`config.mk`:
```
export PLATFORM = sky130hd
export DESIGN_NAME = csi_seq
export DESIGN_NICKNAME = d
export VERILOG_FILES = /design/src/hw/rtl/csi_pkg.sv /design/src/hw/rtl/csi_seq.sv
export VERILOG_INCLUDE_DIRS = /design/src /design/src/hw/rtl
export SDC_FILE = /design/constraint.sdc
export NUM_CORES = 1
export LEC_CHECK = 0
export BUFFER_PORTS_ARGS = -buffer_cell sky130_fd_sc_hd__buf_2
export CAP_MARGIN = 20
export CORE_MARGIN = 2
export CORE_UTILIZATION = 30
export DETAILED_ROUTE_END_ITERATION = 7
export PLACE_DENSITY = 0.5
export SLEW_MARGIN = 20
export SYNTH_ARGS = -nofsm -noshare
export SYNTH_HDL_FRONTEND = slang
export SYNTH_SLANG_ARGS = --single-unit
export TNS_END_PERCENT = 5
```
`constraint.sdc`:
```
create_clock -name i_clk -period 4.3 [get_ports i_clk]
set_clock_uncertainty 0.1 [all_clocks]
set_input_delay 0.43 -clock i_clk [delete_from_list [all_inputs] [get_ports i_clk]]
set_output_delay 0.43 -clock i_clk [all_outputs]
set_load 0.05 [all_outputs]
```
`src/hw/rtl/assert_macros.svh`:
```
// Assertion macros used by the sequencer RTL of the scatter interpolator.
`ifndef ASSERT_MACROS_SVH
`define ASSERT_MACROS_SVH
`ifndef SYNTHESIS
`define CSI_ASSERT_IMPL(lbl, clk, rstn, ante, cons) \
    lbl: assert property (@(posedge clk) disable iff (!rstn) (ante) |-> (cons)) \
        else $error("same-cycle implication failed");
`define CSI_ASSERT_NEXT(lbl, clk, rstn, ante, cons) \
    lbl: assert property (@(posedge clk) disable iff (!rstn) (ante) |=> (cons)) \
        else $error("next-cycle implication failed");
`else
`define CSI_ASSERT_IMPL(lbl, clk, rstn, ante, cons)
`define CSI_ASSERT_NEXT(lbl, clk, rstn, ante, cons)
`endif
`endif

```
`src/hw/rtl/csi_pkg.sv`:
```
// Shared types and constants of the complex scatter interpolator.
`default_nettype none
package csi_pkg;

    localparam int SAMPLE_W = 16;
    localparam int TAP_W    = 15;
    localparam int ACC_W    = 24;
    localparam int CELL_W   = 2 * ACC_W;
    localparam int PROD_W   = 32;

    localparam logic [1:0] OP_LOAD  = 2'd0;
    localparam logic [1:0] OP_ADD   = 2'd1;
    localparam logic [1:0] OP_FRAME = 2'd2;
    localparam logic [1:0] OP_READ  = 2'd3;

    localparam logic [1:0] REG_TAP_ROWS   = 2'd0;
    localparam logic [1:0] REG_TAP_COLS   = 2'd1;
    localparam logic [1:0] REG_FRAME_ROWS = 2'd2;
    localparam logic [1:0] REG_ROW_LENGTH = 2'd3;

    localparam logic [1:0] KIND_ADD  = 2'd0;
    localparam logic [1:0] KIND_COPY = 2'd1;
    localparam logic [1:0] KIND_ZERO = 2'd2;

    typedef struct packed {
        logic       valid;
        logic [1:0] kind;
    } t_pipe_ctl;

endpackage
`default_nettype wire

```
`src/hw/rtl/csi_seq.sv`:
```
// Operation sequencer: decodes items and walks the tap, copy and clear sweeps.
`default_nettype none
`include "assert_macros.svh"
module csi_seq #(
    parameter int MAX_TAP_ROWS   = 4,
    parameter int MAX_TAP_COLS   = 8,
    parameter int MAX_FRAME_ROWS = 16,
    parameter int MAX_ROW_LENGTH = 128,
    localparam int GROWS = MAX_TAP_ROWS + MAX_FRAME_ROWS,
    localparam int TDEPTH = MAX_TAP_ROWS * MAX_TAP_COLS,
    localparam int TAW = (TDEPTH > 1) ? $clog2(TDEPTH) : 1,
    localparam int GRW = $clog2(GROWS),
    localparam int CW = $clog2(MAX_ROW_LENGTH),
    localparam int GAW = GRW + CW
) (
    input  wire logic                                 i_clk,
    input  wire logic                                 i_rst_n,
    input  wire logic [2:0]                           i_tap_rows,
    input  wire logic [3:0]                           i_tap_cols,
    input  wire logic [4:0]                           i_frame_rows,
    input  wire logic [7:0]                           i_row_length,
    input  wire logic                                 i_in_valid,
    output logic                                      o_in_ready,
    input  wire logic [1:0]                           i_op,
    input  wire logic signed [csi_pkg::SAMPLE_W-1:0]  i_sample_real,
    input  wire logic signed [csi_pkg::SAMPLE_W-1:0]  i_sample_imag,
    input  wire logic [4:0]                           i_time_index,
    input  wire logic [6:0]                           i_freq_index,
    input  wire logic [1:0]                           i_tap_row,
    input  wire logic [2:0]                           i_tap_col,
    input  wire logic [csi_pkg::TAP_W-1:0]            i_tap_value,
    input  wire logic                                 i_out_free,
    output logic                                      o_res_load,
    output logic                                      o_res_hit,
    output logic                                      o_tap_wr_en,
    output logic [TAW-1:0]                            o_tap_wr_addr,
    output logic [csi_pkg::TAP_W-1:0]                 o_tap_wr_data,
    output logic                                      o_tap_rd_en,
    output logic [TAW-1:0]                            o_tap_rd_addr,
    output logic                                      o_grid_rd_en,
    output logic [GAW-1:0]                            o_grid_rd_addr,
    output csi_pkg::t_pipe_ctl                        o_s1_ctl,
    output logic [GAW-1:0]                            o_s1_addr,
    output logic signed [csi_pkg::SAMPLE_W-1:0]       o_xr,
    output logic signed [csi_pkg::SAMPLE_W-1:0]       o_xi,
    input  wire logic                                 i_s2_busy,
    input  wire logic                                 i_wr_en,
    input  wire logic [GAW-1:0]                       i_wr_addr
);
    import csi_pkg::*;

    localparam int TRW = (MAX_TAP_ROWS > 1) ? $clog2(MAX_TAP_ROWS) : 1;
    localparam int TCW = (MAX_TAP_COLS > 1) ? $clog2(MAX_TAP_COLS) : 1;
    localparam int NTW = $clog2(MAX_TAP_ROWS + 1);
    localparam int NCW = $clog2(MAX_TAP_COLS + 1);
    localparam int NFW = $clog2(MAX_FRAME_ROWS + 1);
    localparam int NRW = $clog2(GROWS + 1);
    localparam int NLW = $clog2(MAX_ROW_LENGTH + 1);
    localparam int RSW = ((GRW > 5) ? GRW : 5) + 1;
    localparam int CAW = ((CW > 7) ? CW : 7) + 2;
    localparam logic [CW-1:0] COL_LAST = CW'(MAX_ROW_LENGTH - 1);

    localparam logic [2:0] ST_IDLE   = 3'd0;
    localparam logic [2:0] ST_ADD    = 3'd1;
    localparam logic [2:0] ST_COPY   = 3'd2;
    localparam logic [2:0] ST_CLEAR  = 3'd3;
    localparam logic [2:0] ST_RDWAIT = 3'd4;

    logic [2:0]                  r_state, n_state;
    logic [TRW-1:0]              r_i, n_i;
    logic [TCW-1:0]              r_j, n_j;
    logic [GRW-1:0]              r_row, n_row;
    logic [CW-1:0]               r_col, n_col;
    logic [NRW-1:0]              r_clr_end, n_clr_end;
    logic [NCW-1:0]              r_half, n_half;
    logic [4:0]                  r_t0, n_t0;
    logic [6:0]                  r_f0, n_f0;
    logic signed [SAMPLE_W-1:0]  r_xr, n_xr;
    logic signed [SAMPLE_W-1:0]  r_xi, n_xi;
    logic                        r_rd_hit, n_rd_hit;
    t_pipe_ctl                   r_s1_ctl, n_s1_ctl;
    logic [GAW-1:0]              r_s1_addr, n_s1_addr;

    logic [NTW-1:0]  w_nt;
    logic [NCW-1:0]  w_nf;
    logic [NFW-1:0]  w_nfr;
    logic [NLW-1:0]  w_nl;
    logic [NRW-1:0]  w_rows;
    logic            w_accept;
    logic [RSW-1:0]  w_add_row;
    logic [CAW-1:0]  w_add_col;
    logic            w_add_hit;
    logic [GAW-1:0]  w_add_addr;
    logic [GRW-1:0]  w_src_row;
    logic            w_rd_hit;

    assign w_nt  = (i_tap_rows > MAX_TAP_ROWS) ? NTW'(MAX_TAP_ROWS) : NTW'(i_tap_rows);
    assign w_nf  = (i_tap_cols > MAX_TAP_COLS) ? NCW'(MAX_TAP_COLS) : NCW'(i_tap_cols);
    assign w_nfr = (i_frame_rows > MAX_FRAME_ROWS) ? NFW'(MAX_FRAME_ROWS)
                                                   : NFW'(i_frame_rows);
    assign w_nl  = (i_row_length > MAX_ROW_LENGTH) ? NLW'(MAX_ROW_LENGTH)
                                                   : NLW'(i_row_length);
    assign w_rows = NRW'(w_nt) + NRW'(w_nfr);

    assign o_in_ready = (r_state == ST_IDLE) && !r_s1_ctl.valid && !i_s2_busy;
    assign w_accept   = i_in_valid && o_in_ready;

    // tap (i, j) lands at row t0 + i, column f0 + j - tap_cols/2
    assign w_add_row  = RSW'(r_t0) + RSW'(r_i);
    assign w_add_col  = CAW'(r_f0) + CAW'(r_j) - CAW'(r_half);
    assign w_add_hit  = (w_add_row < RSW'(w_rows)) && !w_add_col[CAW-1]
                        && (w_add_col < CAW'(w_nl));
    assign w_add_addr = {w_add_row[GRW-1:0], w_add_col[CW-1:0]};
    assign w_src_row  = GRW'(w_nfr) + r_row;
    assign w_rd_hit   = (i_time_index < w_rows) && (i_freq_index < w_nl);

    assign o_tap_wr_addr = TAW'(TAW'(i_tap_row) * TAW'(MAX_TAP_COLS) + TAW'(i_tap_col));
    assign o_tap_wr_data = i_tap_value;
    assign o_tap_rd_addr = TAW'(TAW'(r_i) * TAW'(MAX_TAP_COLS) + TAW'(r_j));

    always_comb begin
        n_state     = r_state;
        n_i         = r_i;
        n_j         = r_j;
        n_row       = r_row;
        n_col       = r_col;
        n_clr_end   = r_clr_end;
        n_half      = r_half;
        n_t0        = r_t0;
        n_f0        = r_f0;
        n_xr        = r_xr;
        n_xi        = r_xi;
        n_rd_hit    = r_rd_hit;
        n_s1_ctl    = '{valid: 1'b0, kind: KIND_ZERO};
        n_s1_addr   = r_s1_addr;
        o_tap_wr_en = 1'b0;
        o_tap_rd_en = 1'b0;
        o_grid_rd_en   = 1'b0;
        o_grid_rd_addr = w_add_addr;
        o_res_load  = 1'b0;

        unique case (r_state)
            ST_IDLE: begin
                if (w_accept) begin
                    unique case (i_op)
                        OP_LOAD: begin
                            o_tap_wr_en = (i_tap_row < MAX_TAP_ROWS)
                                          && (i_tap_col < MAX_TAP_COLS);
                        end
                        OP_ADD: begin
                            n_i    = '0;
                            n_j    = '0;
                            n_half = w_nf >> 1;
                            n_t0   = i_time_index;
                            n_f0   = i_freq_index;
                            n_xr   = i_sample_real;
                            n_xi   = i_sample_imag;
                            if (w_nt != '0 && w_nf != '0) begin
                                n_state = ST_ADD;
                            end
                        end
                        OP_FRAME: begin
                            n_col     = '0;
                            n_clr_end = w_rows;
                            if (w_nt != '0) begin
                                n_state = ST_COPY;
                                n_row   = '0;
                            end else if (w_nfr != '0) begin
                                n_state = ST_CLEAR;
                                n_row   = GRW'(w_nt);
                            end
                        end
                        OP_READ: begin
                            o_grid_rd_en   = w_rd_hit;
                            o_grid_rd_addr = {GRW'(i_time_index), CW'(i_freq_index)};
                            n_rd_hit       = w_rd_hit;
                            n_state        = ST_RDWAIT;
                        end
                    endcase
                end
            end
            ST_ADD: begin
                o_tap_rd_en  = 1'b1;
                o_grid_rd_en = w_add_hit;
                n_s1_ctl     = '{valid: w_add_hit, kind: KIND_ADD};
                n_s1_addr    = w_add_addr;
                if (NCW'(r_j) + NCW'(1) == w_nf) begin
                    n_j = '0;
                    if (NTW'(r_i) + NTW'(1) == w_nt) begin
                        n_state = ST_IDLE;
                    end else begin
                        n_i = r_i + TRW'(1);
                    end
                end else begin
                    n_j = r_j + TCW'(1);
                end
            end
            ST_COPY: begin
                o_grid_rd_en   = 1'b1;
                o_grid_rd_addr = {w_src_row, r_col};
                n_s1_ctl       = '{valid: 1'b1, kind: KIND_COPY};
                n_s1_addr      = {r_row, r_col};
                if (r_col == COL_LAST) begin
                    n_col = '0;
                    if (NTW'(r_row) + NTW'(1) == w_nt) begin
                        if (w_nfr != '0) begin
                            n_state = ST_CLEAR;
                            n_row   = GRW'(w_nt);
                        end else begin
                            n_state = ST_IDLE;
                        end
                    end else begin
                        n_row = r_row + GRW'(1);
                    end
                end else begin
                    n_col = r_col + CW'(1);
                end
            end
            ST_CLEAR: begin
                n_s1_ctl  = '{valid: 1'b1, kind: KIND_ZERO};
                n_s1_addr = {r_row, r_col};
                if (r_col == COL_LAST) begin
                    n_col = '0;
                    if (NRW'(r_row) + NRW'(1) == r_clr_end) begin
                        n_state = ST_IDLE;
                    end else begin
                        n_row = r_row + GRW'(1);
                    end
                end else begin
                    n_col = r_col + CW'(1);
                end
            end
            ST_RDWAIT: begin
                if (i_out_free) begin
                    o_res_load = 1'b1;
                    n_state    = ST_IDLE;
                end
            end
            default: begin
                n_state = ST_IDLE;
            end
        endcase
    end

    // reset starts a clearing sweep over the whole grid
    always_ff @(posedge i_clk) begin
        if (!i_rst_n) begin
            r_state   <= ST_CLEAR;
            r_i       <= '0;
            r_j       <= '0;
            r_row     <= '0;
            r_col     <= '0;
            r_clr_end <= NRW'(GROWS);
            r_rd_hit  <= 1'b0;
            r_s1_ctl  <= '{valid: 1'b0, kind: KIND_ZERO};
        end else begin
            r_state   <= n_state;
            r_i       <= n_i;
            r_j       <= n_j;
            r_row     <= n_row;
            r_col     <= n_col;
            r_clr_end <= n_clr_end;
            r_rd_hit  <= n_rd_hit;
            r_s1_ctl  <= n_s1_ctl;
        end
    end

    always_ff @(posedge i_clk) begin
        r_half    <= n_half;
        r_t0      <= n_t0;
        r_f0      <= n_f0;
        r_xr      <= n_xr;
        r_xi      <= n_xi;
        r_s1_addr <= n_s1_addr;
    end

    assign o_res_hit = r_rd_hit;
    assign o_s1_ctl  = r_s1_ctl;
    assign o_s1_addr = r_s1_addr;
    assign o_xr      = r_xr;
    assign o_xi      = r_xi;

    `CSI_ASSERT_IMPL(a_no_rw_collide, i_clk, i_rst_n, o_grid_rd_en && i_wr_en, o_grid_rd_addr != i_wr_addr)
    `CSI_ASSERT_IMPL(a_add_in_extent, i_clk, i_rst_n, r_s1_ctl.valid && r_s1_ctl.kind == KIND_ADD, NRW'(r_s1_addr[GAW-1:CW]) < w_rows)
    `CSI_ASSERT_IMPL(a_clear_bound, i_clk, i_rst_n, r_state == ST_CLEAR, NRW'(r_row) < r_clr_end)
    `CSI_ASSERT_NEXT(a_load_idle, i_clk, i_rst_n, o_res_load, r_state == ST_IDLE && !r_s1_ctl.valid)

endmodule
`default_nettype wire

```
# Word-level counts from Yosys, hierarchy flattened
# Cells that the tools add are included.
# totals
reg_bits	88
input_bits	104
output_inout_bits	90
word_cells	146
# op_classes
order_cmp	8
add_sub_neg	14
n_mux	54
reduce_logical	28
n_eq_ne	27
# op_table
cell	n
$pmux W12 S2	2
$mux W3	15
$mux W5	9
$mux W12	2
$mux W7	3
$ne A2 B2 Y1 const B	10
$pmux W3 S3	2
$pmux W3 S5	1
$pmux W5 S3	1
$reduce_and A3 Y1	5
$pmux W7 S2	1
$reduce_and A11 Y1	1
$add A5 B3 Y5	2
$mux W2	5
$lt A9 B8 Y1	1
$sub A8 B3 Y9	1
$add A7 B3 Y8	1
$gt A8 B8 Y1 const B	1
$lt A7 B8 Y1	1
$mux W1	8
$mux W8	1
$add A7 B1 Y7 const B	1
$eq A7 B7 Y1 const B	1
$logic_and A1 B1 Y1	7
other kinds (39)	49

# Longest topological paths before layout
# Gate-level depths: netlist of the first run.
# depth
ltp_word	8
mapped_depth	16

# Worst setup path before layout of the first run
# No wires, ideal clock.
# synth_timing
path_type	reg2out
from	register r_j[1]
to	output port o_grid_rd_en
t_arrival_ps	3787
setup_slack_ps	-17
path_stages_with_launch	15
required_time_ps	3770
n_path_buf	0
path_cell_list	dfxtp_1 -> inv_1 -> fa_1 -> inv_1 -> fa_1 -> a21o_1 -> a21oi_1 -> o21bai_1 -> a21oi_1 -> xor2_1 -> ha_1 -> a21o_1 -> a21oi_1 -> o2111ai_1 -> nand3_1
# synth_between
elab_chain_len	6
# synth_rtl
element	line_no	source
start, declared	csi_seq.sv:71	logic [TCW-1:0] r_j, n_j;
start signal, assigned	csi_seq.sv:259	r_j <= n_j;
$add A7 B3 Y8 *	csi_seq.sv:110	assign w_add_col = CAW'(r_f0) + CAW'(r_j) - CAW'(r_half);
$sub A8 B3 Y9 *	csi_seq.sv:110	
branches (longest 2 deep; another with $lt A9 B8 Y1)	--	
$logic_and A1 B1 Y1 *	csi_seq.sv:112	&& (w_add_col < CAW'(w_nl));
$pmux W1 S3 *	csi_seq.sv:142	unique case (r_state)
end, declared	csi_seq.sv:40	output logic o_grid_rd_en,
# Mark *: on every way between the ends.

# Worst setup path after layout of the first run
# Ends and elaborated chain as after synthesis.

==> results of run 1 <==
## stage by stage
step | cell area (um2) | utilization | std cells
after floorplan | 5555 | - | 532
after global placement | 6340 | 0.3505 | 871
after detailed placement | 6340 | 0.3505 | 871
after CTS | 6705 | 0.3707 | 892
after global routing | 6770 | 0.3743 | 894
final | 6770 | 0.3743 | 894
## area by class of cell
type	instances	area (um2)	area share
well taps	229	286.5	0.04232
clock buffers	12	236.5	0.03493
inverters	40	150.1	0.02218
flip-flops and latches	88	2360	0.3485
multi-input cells	367	2853	0.4214
clock inverters	4	68.82	0.01016
repair buffers	154	815.8	0.1205
## worst max path at each step
stage            from           end  slack [ns]  cells past startpoint
2_1_floorplan  r_j[1]  o_grid_rd_en        0.13                     14
3_3_place_gp   r_j[1]  o_grid_rd_en        0.16                     15
3_5_place_dp   r_j[1]  o_grid_rd_en        0.15                     15
4_1_cts        r_j[1]  o_grid_rd_en      0.0003                     15
5_1_grt        r_j[1]  o_grid_rd_en        0.01                     17
6_report       r_j[1]  o_grid_rd_en        0.16                     16
## state kept, by name, summed over array words and instances, names as in the netlist
signal	cells
o_xi	16
o_xr	16
o_s1_addr	12
r_col	7
r_f0	7
r_clr_end	5
r_row	5
r_t0	5
o_s1_ctl	3
r_half	3
r_j	3
r_state	3
r_i	2
o_res_hit	1
## power groups by stage
stage | logic (uW) | registers, uW | clock network [uW]
after floorplan | 126 | 938 | 0
after global placement | 154 | 928 | 0
after detailed placement | 157 | 928 | 0
after CTS | 158 | 910 | 850
after global routing | 179 | 909 | 878
final | 159 | 909 | 833
## cell families after synthesis
logic type / count (synthesis) / share of synthesized area
and+or+nand+nor: 152 / 0.1445
AOI/OAI and AO/OA: 122 / 0.1625
DFF: 88 / 0.4238
buffers and inverters: 77 / 0.07326
adders and majority gates: 55 / 0.1321
xor gates and xnor gates: 31 / 0.05027
muxes: 7 / 0.01353
## metal layers
metal	routed length, um	GRT usage	vias up	share of wire
met5	0	0	-	0
met4	395	0.07071	0	0.025
met3	1062	0.03043	34	0.067
met2	7661	0.2823	183	0.49
met1	6666	0.1903	2135	0.42
li1	-	-	2184	-
## synth_stat cells, types with 7 or more instances
library cell  number
nor2_1            34
a211oi_1           7
ha_1              49
xnor2_1           18
nand3_1           14
edfxtp_1          59
nand2_1           40
clkbuf_1           7
a21o_1            20
inv_1             38
o21ai_0           10
xor2_1            12
nor3_1             8
a222oi_1           7
a21oi_1           23
buf_4             21
dfxtp_1           29
## what timing repair did
item                                    CTS  global route
pin swaps                                 2             8
gates resized for setup                   6            12
cloned                                    0             0
setup buffers                             5             2
endpoints found under the setup margin    1             2
## cell usage in the layout (no fill, tap or decap), types with 4 or more instances in the layout
cell type,netlist,layout
o211ai_1,6,6
a21o_1,20,20
o21ai_0,10,10
a222oi_1,7,7
nand4_1,6,6
nand2b_1,4,4
and2b_2,4,4
dfxtp_1,29,27
xor2_1,12,12
fa_1,6,5
buf_2,4,139
a211oi_1,7,7
inv_1,38,37
a21oi_1,23,20
o21ai_1,5,5
nand2_1,40,40
a21oi_2,2,4
edfxtp_1,59,59
buf_4,21,14
mux2_2,4,4
xnor2_1,18,17
nand3_1,14,13
nor2b_1,6,5
nor2_1,34,34
nor3_1,8,8
ha_1,49,48
clkbuf_16,0,9
==> results.md, run 1 <==
* Status: complete, but fails checks
* Failing checks: DRC
* Share of layout cells above drive strength 1 at 0.3188
* Gr ovfl total at 0
* FF-to-FF path depth at 15
* R2r startpoint: r_j[1]
* Static Leak at a little over 0.003 uW
* Post-synth ARST share at 0
* Initial antenna violation count at 0
* Cell family with most CP delay: adder cells
* Fmax at 241.6 MHz
* Startpoint Class: register
* Nets at between 800 and 900
* Critical path class: register to output pin
* DRC at 19
* I/O Buffers at 140
* Num ports at 194
* Final max-slew violation count at 0
* Final period utilization at 0.9625
* Final Hold Vio Count at 0
* Sw Pwr at around 420 uW
* Power Dens Cells at roughly 280 nW/um2
* Wirelength per Cell at 17.66 um
* Worst path required time at 3.77 ns
* Total core area at 18090 um2
* Die Ht at 140.0 um
* WL final at ~16 mm
* Area delta synth->final at 21.98%
* Fill cells at about 1800
* Die ar. at 19610 um2
* Warning count from the yosys run at 0
* CTS max path bufs at 2
* Clock net sink count at 88
* Largest net degree at the start of global routing at 23
* Yosys top cell area share at 0.3192
* Slowest cell delay on critical path at 0.52 ns
* Max IR drop VDD at approximately 0.17 mV
* CP endpoint kind: output pin
* Crit-path cells: inv_2 -> fa_1 -> inv_1 -> fa_2 -> a21o_1 -> a21oi_2 -> buf_4 -> xnor2_2 -> ha_1 -> nand4_1 -> a31oi_1 -> a211o_1 -> nand4_1 -> o2111ai_2 -> nand3_2 -> buf_8
* Proportion of power drawn by combinational gates at 0.084
* Crit path arrival time at 3.61 ns
* Worst skew pair latency at between 0.3 and 0.4 ns
* Area leader, netlist: edfxtp_1
* Post-synthesis sequential area ratio at 0.4238
* WP buf/inv at 4
* Vias at roughly 4500
* Top post-synthesis cells by area: edfxtp_1 (32%), ha_1 (11%), dfxtp_1 (10%)
* Crit path top cell by count: nand4_1
* Clock transition at path regs at 0.06 ns
* GPL Wtd Cong at about 0.86
* Post-synthesis cell area at ~5600 um2
* Clk root buf: clkbuf_16
* Vias per cell at between 5 and 6
* Htree depth at 3
* Setup TNS at 0 ns
* Dominant synthesized flop cell: edfxtp_1
* Hold_buf cts at 0
* Internal cell power at between 1000 and 1500 uW
* Max Cap Viol at 0
* Worst hold slack at about 0.16 ns
* Diodes inserted at 0
* #FFs+latches synth at roughly 90
* Post-layout min period at 4.139 ns
* Setup-failing EPs final at 0
* Post-synth cell types at 81
* Reg2Reg Setup Slack at 0.80 ns
* Post-DRT Antenna Nets at 0
* 1st-iter DRT viols at about 230
* Worst-Margin Slew at between 1 and 1.5 ns
* Setup slack after layout at roughly 0.16 ns
* RSZ-0062 raised after global routing: false
* Switch share at 0.2217
* Worst R2R End: o_s1_ctl[2]
* Die width at 140.0 um
* Drt pass-1 iters at 7
* TritonCTS buffer count at 9
* EDFF count, synth at between 50 and 60
* Global router's overall resource usage at 0.1602
* Setup WS pre-CTS at roughly 0.15 ns
* Hold EP: o_xr[8]
* Worst Hold Path Cells at 1
* DP HPWL at ~12 mm
* HP Class: input port to register
* CP Max Fanout at 3
* Sequential share of power at 0.478
* Net Count, Synth at approximately 690
* Global-route wire length before repair at 24.47 mm
* Syn Inst Count at about 530
* Initial Util at 0.3069
* Worst slew margin at 0.3137
* Overall power at ~1900 uW
* Mean cell area of the mapped netlist at between 10 and 15 um2
* Min-Delay Startpoint: i_sample_real[8]
* CP max-delay cell: fa_1
* CTS tree: yes
* Rows at between 40 and 50
* Clk network pwr share at 0.438
* Number of global-route vias before repair at around 4600
No activity file was read; power rests on OpenSTA's default activity.
==> run 2, diff against run 1 <==
--- a/config.mk
+++ b/config.mk
@@ -8,10 +8,13 @@
 export LEC_CHECK = 0
 export BUFFER_PORTS_ARGS = -buffer_cell sky130_fd_sc_hd__buf_2
 export CAP_MARGIN = 20
+export CELL_PAD_IN_SITES_DETAIL_PLACEMENT = 2
+export CELL_PAD_IN_SITES_GLOBAL_PLACEMENT = 2
 export CORE_MARGIN = 2
 export CORE_UTILIZATION = 30
+export CTS_CLUSTER_SIZE = 8
 export DETAILED_ROUTE_END_ITERATION = 7
-export PLACE_DENSITY = 0.5
+export PLACE_DENSITY = 0.76
 export SLEW_MARGIN = 20
 export SYNTH_ARGS = -nofsm -noshare
 export SYNTH_HDL_FRONTEND = slang
==> run 2 against run 1 <==
  * The flow still finishes with violations (DRC)
  * Routed wire length increased by 25%
  * Register-to-register slack lost 0.14 ns
  * Setup slack worse by 0.082 ns
  * Cell count grew 0.22%
  * Die area unchanged
  * Clock-buffer cell count fell by 3
  * Critical path depth is the same
  * Critical path type unchanged
  * Largest cell class unchanged
  * Largest power group unchanged
  * Highest routed layer unchanged
==> results.md, run 2 (synthesis results as in run 1) <==
* Global router's overall resource usage at 0.1967 (+0.03654)
* Max IR drop VDD at 0.1610 mV (-6.2%)
* Vias per cell at 5.281 (+4.1%)
* Final max-slew violation count at 0 (unchanged)
* Diodes inserted at 0 (unchanged)
* FF-to-FF path depth at 15 (unchanged)
* Htree depth at 3 (unchanged)
* Post-DRT Antenna Nets at 0 (unchanged)
* RSZ-0062 raised after global routing: true
* Internal cell power at 1374 uW (-7.1%)
* TritonCTS buffer count at 9 (unchanged)
* Power Dens Cells at 272.8 nW/um2 (-2.8%)
* Setup slack after layout at 0.07962 ns (-0.08173 ns)
* Leading cell types in the layout, fill and taps excluded: buf_2 (139), edfxtp_1 (59), ha_1 (46)
* Clk root buf: clkbuf_16
* Worst-Margin Slew at 1.080 ns (+0.05576 ns)
* Initial antenna violation count at 0 (unchanged)
* Crit-path cells: inv_2 -> fa_1 -> inv_2 -> fa_2 -> a21o_1 -> a21oi_2 -> buf_4 -> xnor2_2 -> ha_1 -> nand4_1 -> a31oi_1 -> a211o_1 -> nand4_1 -> o2111ai_2 -> nand3_2 -> buf_8
* Worst hold slack at 0.1455 ns (-0.01059 ns)
* Crit path arrival time at 3.69 ns (+0.08 ns)
* Max Cap Viol at 0 (unchanged)
* CTS tree: yes
* I/O Buffers at 140 (unchanged)
* Layout Cells excl Fill at 896 (+0.22%)
* Setup WS pre-CTS at 0.002296 ns (-0.1466 ns)
* Hold EP: o_xr[1]
* Rows at 49 (unchanged)
* Initial Util at 0.3069 (unchanged)
* Post-layout min period at 4.220 ns (+0.08173 ns)
* DP Cell Count at 871 (unchanged)
* Die Ht at 140.0 um (unchanged)
* Nets at 821 (+0.24%)
* Num ports at 194 (unchanged)
* Setup-failing EPs final at 0 (unchanged)
* 1st-iter DRT viols at 276 (+19%)
* Placed standard-cell area at 6340 um2 (unchanged)
* Total core area at 18090 um2 (unchanged)
* Clk network pwr share at 0.416 (-0.022)
* Worst skew pair latency at 0.36 ns (about the same)
* Fin area at 6785 um2 (+0.22%)
* GPL Wtd Cong at 0.7853 (-8.9%)
* WL final at 19.68 mm (+25%)
* Cell family with most CP delay: adder cells
* Overall power at 1851 uW (-2.6%)
* Startpoint Class: register
* Clock transition at path regs at 0.07 ns (about the same)
* Share of layout cells above drive strength 1 at 0.3373 (+0.01853)
* Fill cells at 1934 (+8.5%)
* Worst R2R End: o_s1_ctl[2]
* Min-Delay Startpoint: i_sample_real[1]
* HP Class: input port to register
* Clock net sink count at 88 (unchanged)
* DP HPWL at 15.06 mm (+26%)
* Static Leak at 0.003039 uW (-0.28%)
* Vias at 4732 (+4.3%)
* Slowest cell delay on critical path at 0.56 ns (+0.04 ns)
* Fmax at 236.9 MHz (-1.9%)
* Drt pass-1 iters at 8 (+1)
* Die ar. at 19610 um2 (unchanged)
* Global-route wire length before repair at 29.82 mm (+22%)
* WP buf/inv at 4 (unchanged)
* Gr ovfl total at 0 (unchanged)
* Critical path class: register to output pin
* Proportion of power drawn by combinational gates at 0.093 (+0.009)
* Worst Hold Path Cells at 1 (unchanged)
* R2r startpoint: r_f0[1]
* Switch share at 0.2577 (+0.03596)
* Worst slew margin at 0.2802 (-0.03345)
* Number of global-route vias before repair at 5236 (+13%)
* CP Max Fanout at 3 (unchanged)
* Wirelength per Cell at 21.96 um (+24%)
* CP endpoint kind: output pin
* Area delta synth->final at 22.25%
* Sequential share of power at 0.491 (+0.013)
* Final Hold Vio Count at 0 (unchanged)
* Most common cell after layout, fill and taps aside: buf_2
* Sw Pwr at 476.9 uW (+13%)
* Final period utilization at 0.9815 (+0.01901)
* Largest net degree at the start of global routing at 48 (+110%)
* Failing checks: DRC
* CTS max path bufs at 2 (unchanged)
* Worst path required time at 3.77 ns (about the same)
* Die width at 140.0 um (unchanged)
* CP max-delay cell: fa_1
* Reg2Reg Setup Slack at 0.66 ns (-0.14 ns)
* Status: complete, but fails checks
* DRC at 21 (+2)
-- run 2: cell types whose count changed in the layout (fill, tap and decap cells not counted), moves of 2 or more --
cell	delta
a21oi_2	+2
buf_4	+2
bufinv_16	-2
clkbuf_1	-3
clkinvlp_4	+3
ha_1	-2
-- run 2: through the flow --
step / utilization / TNS [ns]
6_report: 0.3752 / 0
5_1_grt: 0.3752 / -0.1661
4_1_cts: 0.3694 / 0
3_5_place_dp: 0.3505 / 0
3_3_place_gp: 0.3505 / 0
2_1_floorplan: - / 0
-- run 2: metal layers --
layer	wire [um]	GRT usage	up-vias
li1	-	-	2179
met3	996	0.03966	23
met2	10120	0.3682	150
met4	300	0.05423	0
met1	8257	0.2277	2380
met5	0	0	-
-- run 2: how the worst max path moves through the flow --
| stage | slack (ns) | end | startpoint | depth (start not counted) |
|---|---|---|---|---|
| floorplan | 0.13 | o_grid_rd_en | r_j[1] | 14 |
| global placement | 0.14 | o_grid_rd_en | r_j[1] | 15 |
| detailed placement | 0.002 | o_grid_rd_en | r_j[1] | 15 |
| CTS | 0.005 | o_grid_rd_en | r_j[1] | 15 |
| global route | -0.17 | o_grid_rd_en | r_f0[1] | 17 |
| finish | 0.08 | o_grid_rd_en | r_f0[1] | 16 |
-- run 2: final cells by class --
| type | instances | area, um2 | share of cell area |
|---|---|---|---|
| Multi-Input combinational cell | 367 | 2879 | 0.4243 |
| Timing Repair Buffer | 156 | 830.8 | 0.1224 |
| Clock inverter | 7 | 56.30 | 0.008298 |
| Tap cell | 229 | 286.5 | 0.04223 |
| Clock buffer | 9 | 225.2 | 0.03319 |
| Sequential cell | 88 | 2357 | 0.3474 |
| Inverter | 40 | 150.1 | 0.02213 |
-- run 2: power by group through the flow --
stage / combinational [uW] / clock, uW / sequential [uW]
floorplan: 126 / 0 / 938
global placement: 158 / 0 / 928
detailed placement: 168 / 0 / 929
CTS: 171 / 786 / 909
global route: 191 / 813 / 910
finish: 172 / 770 / 909
-- run 2: worst register-to-register path, stage by stage (launching register included) --
cell and delay (ns):
edfxtp_1 0.34, inv_2 0.04, fa_1 0.56, inv_2 0.06, fa_2 0.34, a21o_1 0.22, a21oi_2 0.20, buf_4 0.15
xnor2_2 0.13, ha_1 0.28, nand4_1 0.11, a31oi_1 0.06, a211o_1 0.30, nand4_1 0.12, o2111ai_2 0.15, a21oi_1 0.34
-- run 2: what timing repair did --
| action | CTS | global route |
|---|---|---|
| buffers inserted | 3 | 6 |
| hold buffers | 0 | 0 |
| pin swaps | 4 | 18 |
| endpoints found under the setup margin | 1 | 1 |
| resized for setup | 11 | 12 |
==> run 3, diff against run 2 <==
--- a/config.mk
+++ b/config.mk
@@ -15,6 +15,7 @@
 export CTS_CLUSTER_SIZE = 8
 export DETAILED_ROUTE_END_ITERATION = 7
 export PLACE_DENSITY = 0.76
+export REMOVE_ABC_BUFFERS = 1
 export SLEW_MARGIN = 20
 export SYNTH_ARGS = -nofsm -noshare
 export SYNTH_HDL_FRONTEND = slang
==> run 3 against run 2 <==
  * The run still ends with DRC left
  * Final area increased by 0.77%
  * Sequential share of layout area down 0.27 points
  * Routed wire length increased by 2.9%
  * Via count is 1.1% higher
  * Hold slack about the same
  * Combinational power decreased by 3%
  * Setup slack worse by 0.050 ns
  * Register-to-register slack got worse by 0.16 ns
  * Largest cell class unchanged
==> results.md, run 3 (synthesis results as in run 1) <==
* R2r startpoint: r_j[1]
* WL final at 20.24 mm (+2.9%)
* Share of layout cells above drive strength 1 at 0.3483 (+0.01095)
* Fin area at 6838 um2 (+0.77%)
* Overall power at 1884 uW (+1.8%)
* HP Class: input port to register
* CTS tree: yes
* Failing checks: DRC
* Vias per cell at 5.327 (+0.87%)
* Setup-failing EPs final at 0 (unchanged)
* Worst slew margin at 0.2581 (-0.02207)
* 1st-iter DRT viols at 285 (+3.3%)
* Htree depth at 3 (unchanged)
* Nets at 823 (+0.24%)
* Die width at 140.0 um (unchanged)
* Static Leak at 0.003067 uW (+0.91%)
* Final max-slew violation count at 0 (unchanged)
* Wirelength per Cell at 22.54 um (+2.6%)
* CTS max path bufs at 2 (unchanged)
* WL met1 at 8.654 mm (+4.8%)
* Crit path arrival time at 3.74 ns (+0.05 ns)
* FF-to-FF path depth at 18 (+3)
* Worst Setup SP: r_j[1]
* Clock net sink count at 88 (unchanged)
* Startpoint Class: register
* Met3 WL at 1.311 mm (+32%)
* Diodes inserted at 0 (unchanged)
* Setup slack after layout at 0.02971 ns (-0.04991 ns)
* Worst skew pair latency at 0.35 ns (about the same)
* Hold_buf cts at 0 (unchanged)
* Number of global-route vias before repair at 5356 (+2.3%)
* Initial antenna violation count at 0 (unchanged)
* Final period utilization at 0.9931 (+0.01161)
* Met2 Routed Length at 9.722 mm (-4.0%)
* DP HPWL at 15.68 mm (+4.1%)
* Power Dens Cells at 275.5 nW/um2 (+1.0%)
* Worst Hold Path Cells at 1 (unchanged)
* DRC at 21 (unchanged)
* Post-layout util at 0.3781 (+0.002906)
* Post-layout min period at 4.270 ns (+0.04991 ns)
* Status: complete, but fails checks
* Gr ovfl total at 0 (unchanged)
* Final Hold Vio Count at 0 (unchanged)
* Max layer used: met4
* Global router's overall resource usage at 0.2057 (+0.009005)
* CP Max Fanout at 2 (-1)
* Initial Util at 0.3069 (unchanged)
* Fill cells at 1913 (-1.1%)
* Largest net degree at the start of global routing at 34 (-29%)
* Critical path class: register to output pin
* Setup TNS at 0 ns (unchanged)
* Most common cell after layout, fill and taps aside: buf_2
* Die Ht at 140.0 um (unchanged)
* CP endpoint kind: output pin
* Area delta synth->final at 23.20%
* Vias at 4784 (+1.1%)
* I/O Buffers at 140 (unchanged)
* Drt pass-1 iters at 8 (unchanged)
* Num ports at 194 (unchanged)
* Clk root buf: clkbuf_16
* Worst path required time at 3.77 ns (about the same)
* Total core area at 18090 um2 (unchanged)
* Max Cap Viol at 0 (unchanged)
* Global-route wire length before repair at 30.91 mm (+3.6%)
* Max IR drop VDD at 0.1401 mV (-13%)
* Placed standard-cell area at 6322 um2 (-0.28%)
* Setup WS pre-CTS at -0.1090 ns (-0.1113 ns)
* Clock transition at path regs at 0.07 ns (about the same)
* Rows at 49 (unchanged)
* RSZ-0062 raised after global routing: true
* Post-DRT Antenna Nets at 0 (unchanged)
* TritonCTS buffer count at 9 (unchanged)
* Min-Delay Startpoint: i_sample_imag[14]
* Fmax at 234.2 MHz (-1.2%)
* Worst-Margin Slew at 1.107 ns (+0.02707 ns)
* GPL Wtd Cong at 0.7786 (-0.85%)
* Die ar. at 19610 um2 (unchanged)
* Leading cell types in the layout, fill and taps excluded: buf_2 (139), edfxtp_1 (59), ha_1 (45)
-- run 3: changes by cell type in the layout (fill, tap and decap cells not counted), moves of 2 or more --
cell,delta
clkinvlp_4,-2
inv_2,+2
inv_1,-2
buf_4,+2
-- run 3: report_power, final --
group	internal, uW	switching, uW	total (uW)
clock network	450	358	808
registers	904	5.36	909
logic	68.3	98.0	166
-- run 3: worst max-delay path: stages (launching register included) --
cell and delay (ns):
dfxtp_2 0.34, inv_2 0.05, fa_1 0.55, inv_2 0.06, ha_4 0.20, a21o_1 0.16, a21oi_2 0.20, nor2b_2 0.07
o31a_1 0.34, o31ai_2 0.26, xnor2_1 0.11, ha_2 0.20, nor2_2 0.13, nand3_2 0.11, a21oi_2 0.15, o2111ai_2 0.13
nand3_2 0.15, buf_8 0.16
-- run 3: per-stage QoR --
step,instances,hold slack (ns)
CTS,895,0.1363
global route,898,0.1334
global placement,869,0.3662
floorplan,495,0.3481
finish,898,0.1459
detailed placement,869,0.3810
-- run 3: path summary, 6_finish.rpt --
path                   to  slack, ns
max          o_grid_rd_en       0.03
min              o_xi[14]       0.15
max reg2reg   o_s1_ctl[2]       0.50
min reg2reg  r_clr_end[0]       0.39
-- run 3: final cells by class --
cell class | count | area, um2 | area share
Inverter | 40 | 150.1 | 0.02196
Timing Repair Buffer | 158 | 845.8 | 0.1237
Multi-Input combinational cell | 367 | 2903 | 0.4245
Clock inverter | 7 | 70.07 | 0.01025
Clock buffer | 9 | 225.2 | 0.03294
Sequential cell | 88 | 2357 | 0.3447
Tap cell | 229 | 286.5 | 0.04190
-- run 3: repair_timing --
| item | 4_1_cts | 5_1_grt |
|---|---|---|
| setup buffers | 10 | 3 |
| setup endpoints to repair | 1 | 2 |
| gates resized for setup | 14 | 16 |
| pin swaps | 9 | 15 |
-- run 3: metal layers --
metal  up-vias  GRT usage
li1       2195          -
met1      2380     0.2546
met2       180     0.3485
met3        29    0.04547
met4         0    0.08187
met5         -    0.01253
